### config.mk
export PLATFORM = sky130hd
export DESIGN_NAME = frame_animation_timeline
export DESIGN_NICKNAME = d
export VERILOG_FILES = /design/src/rtl/fat_pkg.sv /design/src/rtl/frame_animation_timeline.sv /design/src/rtl/fat_div.sv
export SDC_FILE = /design/constraint.sdc
export NUM_CORES = 2
export LEC_CHECK = 0
export BUFFER_PORTS_ARGS = -buffer_cell sky130_fd_sc_hd__buf_4
export CELL_PAD_IN_SITES_DETAIL_PLACEMENT = 1
export CELL_PAD_IN_SITES_GLOBAL_PLACEMENT = 2
export CORE_MARGIN = 2
export CORE_UTILIZATION = 42
export CTS_BUF_LIST = sky130_fd_sc_hd__clkbuf_8
export CTS_CLUSTER_DIAMETER = 30
export DETAILED_ROUTE_END_ITERATION = 8
export HOLD_SLACK_MARGIN = 0.15
export PLACE_DENSITY = 0.95
export SLEW_MARGIN = 20
export SYNTH_ARGS = -nofsm -noshare
export SYNTH_HDL_FRONTEND = slang
export SYNTH_HIERARCHICAL = 1
export SYNTH_SLANG_ARGS = --single-unit
### constraint.sdc
create_clock -name clk_i -period 10.87 [get_ports clk_i]
set_clock_uncertainty 0.05 [all_clocks]
set_input_delay 1.087 -clock clk_i [delete_from_list [all_inputs] [get_ports clk_i]]
set_output_delay 1.087 -clock clk_i [all_outputs]
set_load 0.02 [all_outputs]
### src/rtl/fat_pkg.sv
// Package for the frame animation timeline: widths, codes and transaction types.
package fat_pkg;

  localparam int unsigned FRAME_W   = 16;
  localparam int unsigned DUR_W     = 32;
  localparam int unsigned DELTA_W   = 24;
  localparam int unsigned ELAPSED_W = 33;
  localparam int unsigned LOOP_W    = 16;
  localparam int unsigned MAG_W     = 16;
  localparam int unsigned PROD_W    = MAG_W + ELAPSED_W;
  localparam int unsigned DCNT_W    = $clog2(PROD_W);
  localparam int unsigned CFG_IDX_W = 8;
  localparam int unsigned CFG_DAT_W = 32;

  // Item modes
  localparam logic [1:0] MODE_TICK  = 2'd0;
  localparam logic [1:0] MODE_START = 2'd1;
  localparam logic [1:0] MODE_STOP  = 2'd2;

  // Register indexes
  localparam logic [CFG_IDX_W-1:0] CFG_DURATION = 8'd0;
  localparam logic [CFG_IDX_W-1:0] CFG_FIRST    = 8'd1;
  localparam logic [CFG_IDX_W-1:0] CFG_LAST     = 8'd2;
  localparam logic [CFG_IDX_W-1:0] CFG_LOOPS    = 8'd3;
  localparam logic [CFG_IDX_W-1:0] CFG_BACKWARD = 8'd4;

  // Register reset values
  localparam logic [DUR_W-1:0]  DURATION_RST = 32'd1000000;
  localparam logic [LOOP_W-1:0] LOOPS_RST    = 16'd1;

  typedef struct packed {
    logic [1:0]         mode;
    logic [DELTA_W-1:0] delta_us;
  } in_item_t;

  typedef struct packed {
    logic signed [FRAME_W-1:0] frame;
    logic                      frame_changed;
    logic                      done_res;
    logic                      running;
  } out_item_t;

  // Divider status handed back to the sequencer
  typedef struct packed {
    logic              done;
    logic [PROD_W-1:0] quot;
    logic              rem_nz;
  } div_res_t;

  typedef enum logic [1:0] {
    ST_IDLE,
    ST_MUL,
    ST_DIV,
    ST_FIN
  } state_e;

endpackage

### src/rtl/frame_animation_timeline.sv
// Top level of the frame animation timeline: registers, timeline state and sequencer.
//
// Usage: configuration writes arrive on cfg_valid_i/cfg_index_i/cfg_data_i and are
// always taken (cfg_ready_o is high); write them only while the block is idle.
// Index 0 sets the pass duration in us (a zero write is dropped), 1 the first
// frame, 2 the last frame, 3 the loop limit (0 loops forever), 4 the direction.
// Each input transaction (mode, delta_us) yields exactly one output transaction.
// Start, stop, the unused mode and ticks while idle are handled directly: the
// result is registered and shows on out_valid_o the cycle after acceptance.
// A tick while running goes through a multiply state, a restoring divider
// that produces one quotient bit per cycle for all 49 bits of the product,
// and a finish state. in_ready_o is low for the whole computation.
// A result waiting on a stalled receiver is held in the output register and
// in_ready_o stays low until the receiver takes it.
// Reset puts the registers at their defaults (duration 1000000 us, loop limit 1)
// and the timeline idle at frame 0 with no output pending.
module frame_animation_timeline (
  input  logic                            clk_i,
  input  logic                            rst_ni,
  input  logic                            in_valid_i,
  output logic                            in_ready_o,
  input  fat_pkg::in_item_t               in_data_i,
  output logic                            out_valid_o,
  input  logic                            out_ready_i,
  output fat_pkg::out_item_t              out_data_o,
  input  logic                            cfg_valid_i,
  output logic                            cfg_ready_o,
  input  logic [fat_pkg::CFG_IDX_W-1:0]   cfg_index_i,
  input  logic [fat_pkg::CFG_DAT_W-1:0]   cfg_data_i
);

  localparam logic [fat_pkg::ELAPSED_W-1:0] ElapsedMax = '1;

  // Configuration registers
  logic [fat_pkg::DUR_W-1:0]          duration_q;
  logic signed [fat_pkg::FRAME_W-1:0] first_q;
  logic signed [fat_pkg::FRAME_W-1:0] last_q;
  logic [fat_pkg::LOOP_W-1:0]         loop_limit_q;
  logic                               backward_q;

  // Timeline state
  logic                               running_q, running_d;
  logic [fat_pkg::ELAPSED_W-1:0]      elapsed_q, elapsed_d;
  logic signed [fat_pkg::FRAME_W-1:0] frame_q, frame_d;
  logic [fat_pkg::LOOP_W-1:0]         loops_q, loops_d;

  // Sequencer and output register
  fat_pkg::state_e    state_q, state_d;
  logic               out_valid_q, out_valid_d;
  fat_pkg::out_item_t out_data_q, out_data_d;

  logic                               in_fire;
  logic                               out_free;
  logic                               div_start;
  fat_pkg::div_res_t                  div_res;
  logic signed [fat_pkg::FRAME_W:0]   span;
  logic                               span_neg;
  logic [fat_pkg::MAG_W-1:0]          mag;
  logic [fat_pkg::PROD_W-1:0]         product;
  logic [fat_pkg::ELAPSED_W:0]        elapsed_sum;
  logic [fat_pkg::ELAPSED_W-1:0]      elapsed_sat;
  logic [fat_pkg::PROD_W:0]           q_adj;
  logic signed [fat_pkg::FRAME_W+1:0] frame_wide;
  logic signed [fat_pkg::FRAME_W-1:0] frame_new;
  logic [fat_pkg::LOOP_W-1:0]         loops_inc;

  assign cfg_ready_o = 1'b1;
  assign out_free    = ~out_valid_q | out_ready_i;
  assign in_ready_o  = (state_q == fat_pkg::ST_IDLE) & out_free;
  assign in_fire     = in_valid_i & in_ready_o;
  assign out_valid_o = out_valid_q;
  assign out_data_o  = out_data_q;

  // Write configuration registers
  always_ff @(posedge clk_i or negedge rst_ni) begin
    if (!rst_ni) begin
      duration_q   <= fat_pkg::DURATION_RST;
      first_q      <= '0;
      last_q       <= '0;
      loop_limit_q <= fat_pkg::LOOPS_RST;
      backward_q   <= 1'b0;
    end else if (cfg_valid_i) begin
      case (cfg_index_i)
        fat_pkg::CFG_DURATION: begin
          if (cfg_data_i != '0) duration_q <= cfg_data_i;
        end
        fat_pkg::CFG_FIRST:    first_q      <= cfg_data_i[fat_pkg::FRAME_W-1:0];
        fat_pkg::CFG_LAST:     last_q       <= cfg_data_i[fat_pkg::FRAME_W-1:0];
        fat_pkg::CFG_LOOPS:    loop_limit_q <= cfg_data_i[fat_pkg::LOOP_W-1:0];
        fat_pkg::CFG_BACKWARD: backward_q   <= cfg_data_i[0];
        default: ;
      endcase
    end
  end

  // Span of one pass and the product fed to the divider
  always_comb begin
    span     = {last_q[fat_pkg::FRAME_W-1], last_q} - {first_q[fat_pkg::FRAME_W-1], first_q};
    span_neg = span[fat_pkg::FRAME_W];
    mag      = span_neg ? fat_pkg::MAG_W'(-span) : span[fat_pkg::MAG_W-1:0];
    product  = fat_pkg::PROD_W'(mag) * fat_pkg::PROD_W'(elapsed_q);
  end

  // Saturating elapsed-time add
  always_comb begin
    elapsed_sum = {1'b0, elapsed_q} + (fat_pkg::ELAPSED_W + 1)'(in_data_i.delta_us);
    elapsed_sat = elapsed_sum[fat_pkg::ELAPSED_W] ? ElapsedMax
                                                  : elapsed_sum[fat_pkg::ELAPSED_W-1:0];
  end

  // Round, apply sign and clamp the new frame
  always_comb begin
    q_adj = {1'b0, div_res.quot};
    if (!span_neg && backward_q && div_res.rem_nz) q_adj = q_adj + 1'b1;
    frame_wide = '0;
    if (q_adj[fat_pkg::PROD_W:fat_pkg::MAG_W] != '0) begin
      frame_new = span_neg ? {1'b1, {(fat_pkg::FRAME_W-1){1'b0}}}
                           : {1'b0, {(fat_pkg::FRAME_W-1){1'b1}}};
    end else begin
      if (span_neg) begin
        frame_wide = (fat_pkg::FRAME_W+2)'(first_q)
                   - $signed({2'b00, q_adj[fat_pkg::MAG_W-1:0]});
      end else begin
        frame_wide = (fat_pkg::FRAME_W+2)'(first_q)
                   + $signed({2'b00, q_adj[fat_pkg::MAG_W-1:0]});
      end
      if (frame_wide > (fat_pkg::FRAME_W+2)'(32767)) begin
        frame_new = {1'b0, {(fat_pkg::FRAME_W-1){1'b1}}};
      end else if (frame_wide < -(fat_pkg::FRAME_W+2)'(32768)) begin
        frame_new = {1'b1, {(fat_pkg::FRAME_W-1){1'b0}}};
      end else begin
        frame_new = frame_wide[fat_pkg::FRAME_W-1:0];
      end
    end
    loops_inc = loops_q + 1'b1;
  end

  // Advance the sequencer
  always_comb begin
    state_d = state_q;
    case (state_q)
      fat_pkg::ST_IDLE: begin
        if (in_fire && in_data_i.mode == fat_pkg::MODE_TICK && running_q) begin
          state_d = fat_pkg::ST_MUL;
        end
      end
      fat_pkg::ST_MUL: state_d = fat_pkg::ST_DIV;
      fat_pkg::ST_DIV: begin
        if (div_res.done) state_d = fat_pkg::ST_FIN;
      end
      fat_pkg::ST_FIN: begin
        if (out_free) state_d = fat_pkg::ST_IDLE;
      end
      default: state_d = fat_pkg::ST_IDLE;
    endcase
  end

  // Update timeline state and load results
  always_comb begin
    running_d   = running_q;
    elapsed_d   = elapsed_q;
    frame_d     = frame_q;
    loops_d     = loops_q;
    div_start   = 1'b0;
    out_valid_d = out_valid_q & ~out_ready_i;
    out_data_d  = out_data_q;
    case (state_q)
      fat_pkg::ST_IDLE: begin
        if (in_fire) begin
          out_data_d.frame_changed = 1'b0;
          out_data_d.done_res      = 1'b0;
          out_data_d.frame         = frame_q;
          out_data_d.running       = running_q;
          case (in_data_i.mode)
            fat_pkg::MODE_START: begin
              elapsed_d          = '0;
              frame_d            = first_q;
              loops_d            = '0;
              running_d          = 1'b1;
              out_data_d.frame   = first_q;
              out_data_d.running = 1'b1;
              out_valid_d        = 1'b1;
            end
            fat_pkg::MODE_STOP: begin
              running_d          = 1'b0;
              out_data_d.running = 1'b0;
              out_valid_d        = 1'b1;
            end
            fat_pkg::MODE_TICK: begin
              if (running_q) begin
                elapsed_d = elapsed_sat;
              end else begin
                out_valid_d = 1'b1;
              end
            end
            default: out_valid_d = 1'b1;
          endcase
        end
      end
      fat_pkg::ST_MUL: div_start = 1'b1;
      fat_pkg::ST_FIN: begin
        if (out_free) begin
          frame_d                  = frame_new;
          out_data_d.frame         = frame_new;
          out_data_d.frame_changed = (frame_new != frame_q);
          out_data_d.done_res      = 1'b0;
          out_data_d.running       = 1'b1;
          out_valid_d              = 1'b1;
          if (elapsed_q >= fat_pkg::ELAPSED_W'(duration_q)) begin
            loops_d = loops_inc;
            if (loop_limit_q != '0 && loop_limit_q == loops_inc) begin
              running_d           = 1'b0;
              out_data_d.done_res = 1'b1;
              out_data_d.running  = 1'b0;
            end else begin
              elapsed_d = '0;
            end
          end
        end
      end
      default: ;
    endcase
  end

  always_ff @(posedge clk_i or negedge rst_ni) begin
    if (!rst_ni) begin
      state_q     <= fat_pkg::ST_IDLE;
      running_q   <= 1'b0;
      elapsed_q   <= '0;
      frame_q     <= '0;
      loops_q     <= '0;
      out_valid_q <= 1'b0;
    end else begin
      state_q     <= state_d;
      running_q   <= running_d;
      elapsed_q   <= elapsed_d;
      frame_q     <= frame_d;
      loops_q     <= loops_d;
      out_valid_q <= out_valid_d;
    end
  end

  always_ff @(posedge clk_i) begin
    out_data_q <= out_data_d;
  end

  fat_div u_div (
    .clk_i      (clk_i),
    .rst_ni     (rst_ni),
    .start_i    (div_start),
    .dividend_i (product),
    .divisor_i  (duration_q),
    .res_o      (div_res)
  );

endmodule

### src/rtl/fat_div.sv
// Restoring divider: one quotient bit per cycle through a shared compare/subtract.
module fat_div (
  input  logic                         clk_i,
  input  logic                         rst_ni,
  input  logic                         start_i,
  input  logic [fat_pkg::PROD_W-1:0]   dividend_i,
  input  logic [fat_pkg::DUR_W-1:0]    divisor_i,
  output fat_pkg::div_res_t            res_o
);

  logic [fat_pkg::PROD_W-1:0] dvd_q, dvd_d;
  logic [fat_pkg::DUR_W-1:0]  rem_q, rem_d;
  logic [fat_pkg::DUR_W-1:0]  dsr_q, dsr_d;
  logic [fat_pkg::DCNT_W-1:0] cnt_q, cnt_d;
  logic                       busy_q, busy_d;
  logic                       done_q, done_d;
  logic [fat_pkg::DUR_W:0]    shifted;
  logic [fat_pkg::DUR_W:0]    diff;
  logic                       ge;

  // Shift in the next dividend bit and try the subtract
  always_comb begin
    shifted = {rem_q, dvd_q[fat_pkg::PROD_W-1]};
    diff    = shifted - {1'b0, dsr_q};
    ge      = ~diff[fat_pkg::DUR_W];
  end

  always_comb begin
    dvd_d  = dvd_q;
    rem_d  = rem_q;
    dsr_d  = dsr_q;
    cnt_d  = cnt_q;
    busy_d = busy_q;
    done_d = 1'b0;
    if (start_i) begin
      dvd_d  = dividend_i;
      rem_d  = '0;
      dsr_d  = divisor_i;
      cnt_d  = '0;
      busy_d = 1'b1;
    end else if (busy_q) begin
      dvd_d = {dvd_q[fat_pkg::PROD_W-2:0], ge};
      rem_d = ge ? diff[fat_pkg::DUR_W-1:0] : shifted[fat_pkg::DUR_W-1:0];
      cnt_d = cnt_q + 1'b1;
      if (cnt_q == fat_pkg::DCNT_W'(fat_pkg::PROD_W - 1)) begin
        busy_d = 1'b0;
        done_d = 1'b1;
      end
    end
  end

  always_ff @(posedge clk_i or negedge rst_ni) begin
    if (!rst_ni) begin
      busy_q <= 1'b0;
      done_q <= 1'b0;
      cnt_q  <= '0;
    end else begin
      busy_q <= busy_d;
      done_q <= done_d;
      cnt_q  <= cnt_d;
    end
  end

  always_ff @(posedge clk_i) begin
    dvd_q <= dvd_d;
    rem_q <= rem_d;
    dsr_q <= dsr_d;
  end

  assign res_o.done   = done_q;
  assign res_o.quot   = dvd_q;
  assign res_o.rem_nz = |rem_q;

endmodule

==> flow_summary.yaml <==
run_status:
  status: "finished, final reports clean"
timing:
  worstMarginPinSlew_ns: 1.17
  slew_headroom_pct: 21.8
  hold_slack_ns: 0.343
  finalCritPeriodShare_pct: 95.4
  slew_violations: 0
  hold_violations: 0
  period_needed_ns: 10.38
  setup_viol_count_final: 0
  rsz0062_at_grt: "false"
  setup_tns_ns: 0
  fmax_ghz: 0.0964
global_routing:
  antenna_found_initial: 3
  grt_max_degree: 85
  grt_overflow_total: 0
  grtUsageTotal_pct: 26.4
  grt_pass1_wl_microns: 188000
  grt_pass1_vias: 34000
power_and_ir_drop:
  p_per_area_nw_per_um2: 280
  p_sw_share_pct: 51.6
  total_power_mw: 11.5
  p_clk_share_pct: 14.3
  power.switching_mw: 5.95
  combPwrFrac_pct: 67.5
  p_seq_share_pct: 18.1
  leakage_nw: 19.5
  internal-power_mw: 5.58
  ir_drop_mv: 0.246
synth:
  syn_area_sq_um: 37100
  ys_warn_count: 6
  synth.distinct_cells: 94
  synth_edf_count: 100
  syn_inst: 4153
  synth.ff_latch_count: 290
  syn_avg_cell_area_sq_um: 8.92
  syn-num-nets: 4914
  ys_seq_area_share_pct: 20.5
  yosys_most_used_dff: "dfrtp_1"
  async_reset_ff_share_pct: 54.5
floorplan:
  ioPinCount: 93
  initial_core_util_pct: 42.5
  dieHeight_microns: 301
  core_area_sq_um: 87200
  rows: 108
  die_width_microns: 301
  die-area_sq_um: 90600
critical_path:
  crit_fanout: 20
  cp_slowest_cell: "fa_1"
  cp-start-kind: "flip-flop"
  r2r_slack_ns: 0.49
  reg2regPathDepth: 39
  crit_top_cell: "fa_1"
  timing.rr.start: "first_q[1]"
  r2r-end: "u_div/dvd_q[48]"
  slowest_delay_ns: 0.59
  arrival_ns: 10.73
  critical_path_class: "reg2reg"
  cp.required_ns: 11.22
  worstSetupEndpointType: "flip-flop"
clock_tree:
  insertion_delay_ns: 0.71
  cts_root_buf: "clkbuf_8"
  cts-htree-levels: 3
  cts_tree: "yes"
  cts.clk_slew.worst_paths_ns: 0.06
  cts.sinks: 290
  clockBufferDepth: 3
  cts-buffers-inserted: 77
job:
  cap_violations: 0
cells_and_area:
  post-route-util_pct: 47.2
  fillCellCount: 10100
  fin_nets: 4980
  mostFrequentLayoutCell: "inv_1"
  area_growth_pct: 11.0
  layout_common_cells: "inv_1 (676), nand2_1 (540), fa_1 (436)"
  stdcell_count: 5442
  drive_gt1_share_pct: 11.6
worst_hold_path:
  min_path_type: "in2async"
route:
  vias_per_cell: 5.63
  wl_per_cell_microns: 21.5
  ant_nets: 0
  drc: 0
  dr.pass1.iters: 7
  drt_iter0_drc: 1943
  vias: 30600
  routed_wirelength_microns: 117000
placement:
  gp_congestion: 0.928
  io_buffers: 91
  dp.cells: 5294
  hpwl_microns: 90700
==> registers in the layout (all words and copies together) (netlist names), 19 cells and up <==
register / count
u_div/rem_q: 32
u_div/dvd_q: 49
elapsed_q: 33
u_div/dsr_q: 32
duration_q: 32
out_data_o: 19
==> final cells by class <==
class / instances / area (sq um) / share of cell area (%)
sequential: 290 / 7610 / 18.5
timing repair buffer: 159 / 1260 / 3.06
tap: 1155 / 1450 / 3.51
antenna: 3 / 7.51 / 0.0182
inverter: 667 / 2500 / 6.09
multi-input combinational: 3024 / 26500 / 64.4
clock inverter: 64 / 723 / 1.76
clock buffer: 80 / 1100 / 2.68
==> critical path, delay by kind of cell (launching register included) <==
family | cells | cell delay, ns
flip-flops | 1 | 0.41
XOR/XNOR | 2 | 0.32
buffers and inverters | 6 | 0.87
adder cells (fa/ha/maj) | 8 | 3.83
AND/OR/NAND/NOR | 8 | 1.52
AO/OA/AOI/OAI | 14 | 2.85
multiplexers | 1 | 0.26
==> repair_timing <==
action                                  4_1_cts  5_1_grt
hold buffers                                  0        0
gates resized for setup                       2       23
buffers inserted                              0        1
pin swaps                                     0        3
endpoints found under the setup margin        2       13
==> power by group through the flow <==
stage	sequential [mW]	combinational, mW	clock (mW)
finish	2.09	7.79	1.65
detailed placement	2.09	7.65	0
CTS	2.07	7.75	1.68
global placement	2.07	7.37	0
floorplan	1.82	5.55	0
global route	2.13	8.66	1.74
==> through the flow <==
step / worst slack [ns] / area [sq um]
after detailed placement: 0.00688 / 39200
after floorplan: 1.01 / 37100
after CTS: 0.0409 / 41000
after global placement: 0.357 / 39200
after global routing: 0.0217 / 41100
final: 0.495 / 41100
==> worst max path at each step <==
stage                                 end        from  slack, ns
after floorplan           u_div/dvd_q[47]  first_q[1]       1.01
after global placement    u_div/dvd_q[47]  first_q[1]       0.36
after detailed placement  u_div/dvd_q[47]  first_q[1]      0.007
after CTS                 u_div/dvd_q[47]  first_q[1]       0.04
after global routing      u_div/dvd_q[45]  first_q[1]       0.02
final                     u_div/dvd_q[48]  first_q[1]       0.49
==> cells by family after synthesis <==
logic type               synth area share [%]
multiplexers                             5.25
flip-flops                               20.5
XOR/XNOR                                 4.63
buffers and inverters                    8.71
adder cells (fa/ha/maj)                  32.1
AND/OR/NAND/NOR                          17.2
other                                  0.0101
AO/OA/AOI/OAI                            11.5
==> per-layer routing <==
| metal | wire, microns | track usage [%] | up-vias |
|---|---|---|---|
| li1 | - | - | 13800 |
| met1 | 46500 | 31.4 | 15700 |
| met2 | 60000 | 47.2 | 826 |
| met3 | 5320 | 3.42 | 312 |
| met4 | 5370 | 12.0 | 2 |
| met5 | 15 | 0 | - |
==> synth_stat cells (13+ instances only) <==
library cell	count	share of area, %
a31oi_1	17	0.29
xnor2_1	134	3.2
fa_1	436	24
a21oi_1	130	1.8
o21a_1	35	0.71
or3_1	14	0.24
dfxtp_1	32	1.7
xor2_1	62	1.5
nor3_1	75	1.0
o211ai_1	14	0.28
o21ai_0	128	1.7
and4_1	13	0.31
a211oi_1	39	0.79
ha_1	254	8.6
mux2_2	130	4.0
o22ai_1	22	0.37
edfxtp_1	100	8.1
nand2_1	541	5.5
nor2b_1	59	1.0
nand2b_1	65	1.1
and2_1	129	2.2
o2bb2ai_1	26	0.61
a21o_1	47	0.95
o21bai_1	17	0.34
nor2_1	216	2.2
nor4_1	41	0.69
clkbuf_1	149	1.5
mux2i_1	48	1.3
and3_1	38	0.64
nand3_1	64	0.86
dfrtp_1	150	10
nand4_1	32	0.54
inv_1	667	6.8
Note: power is estimated with default switching activity, not from simulation.
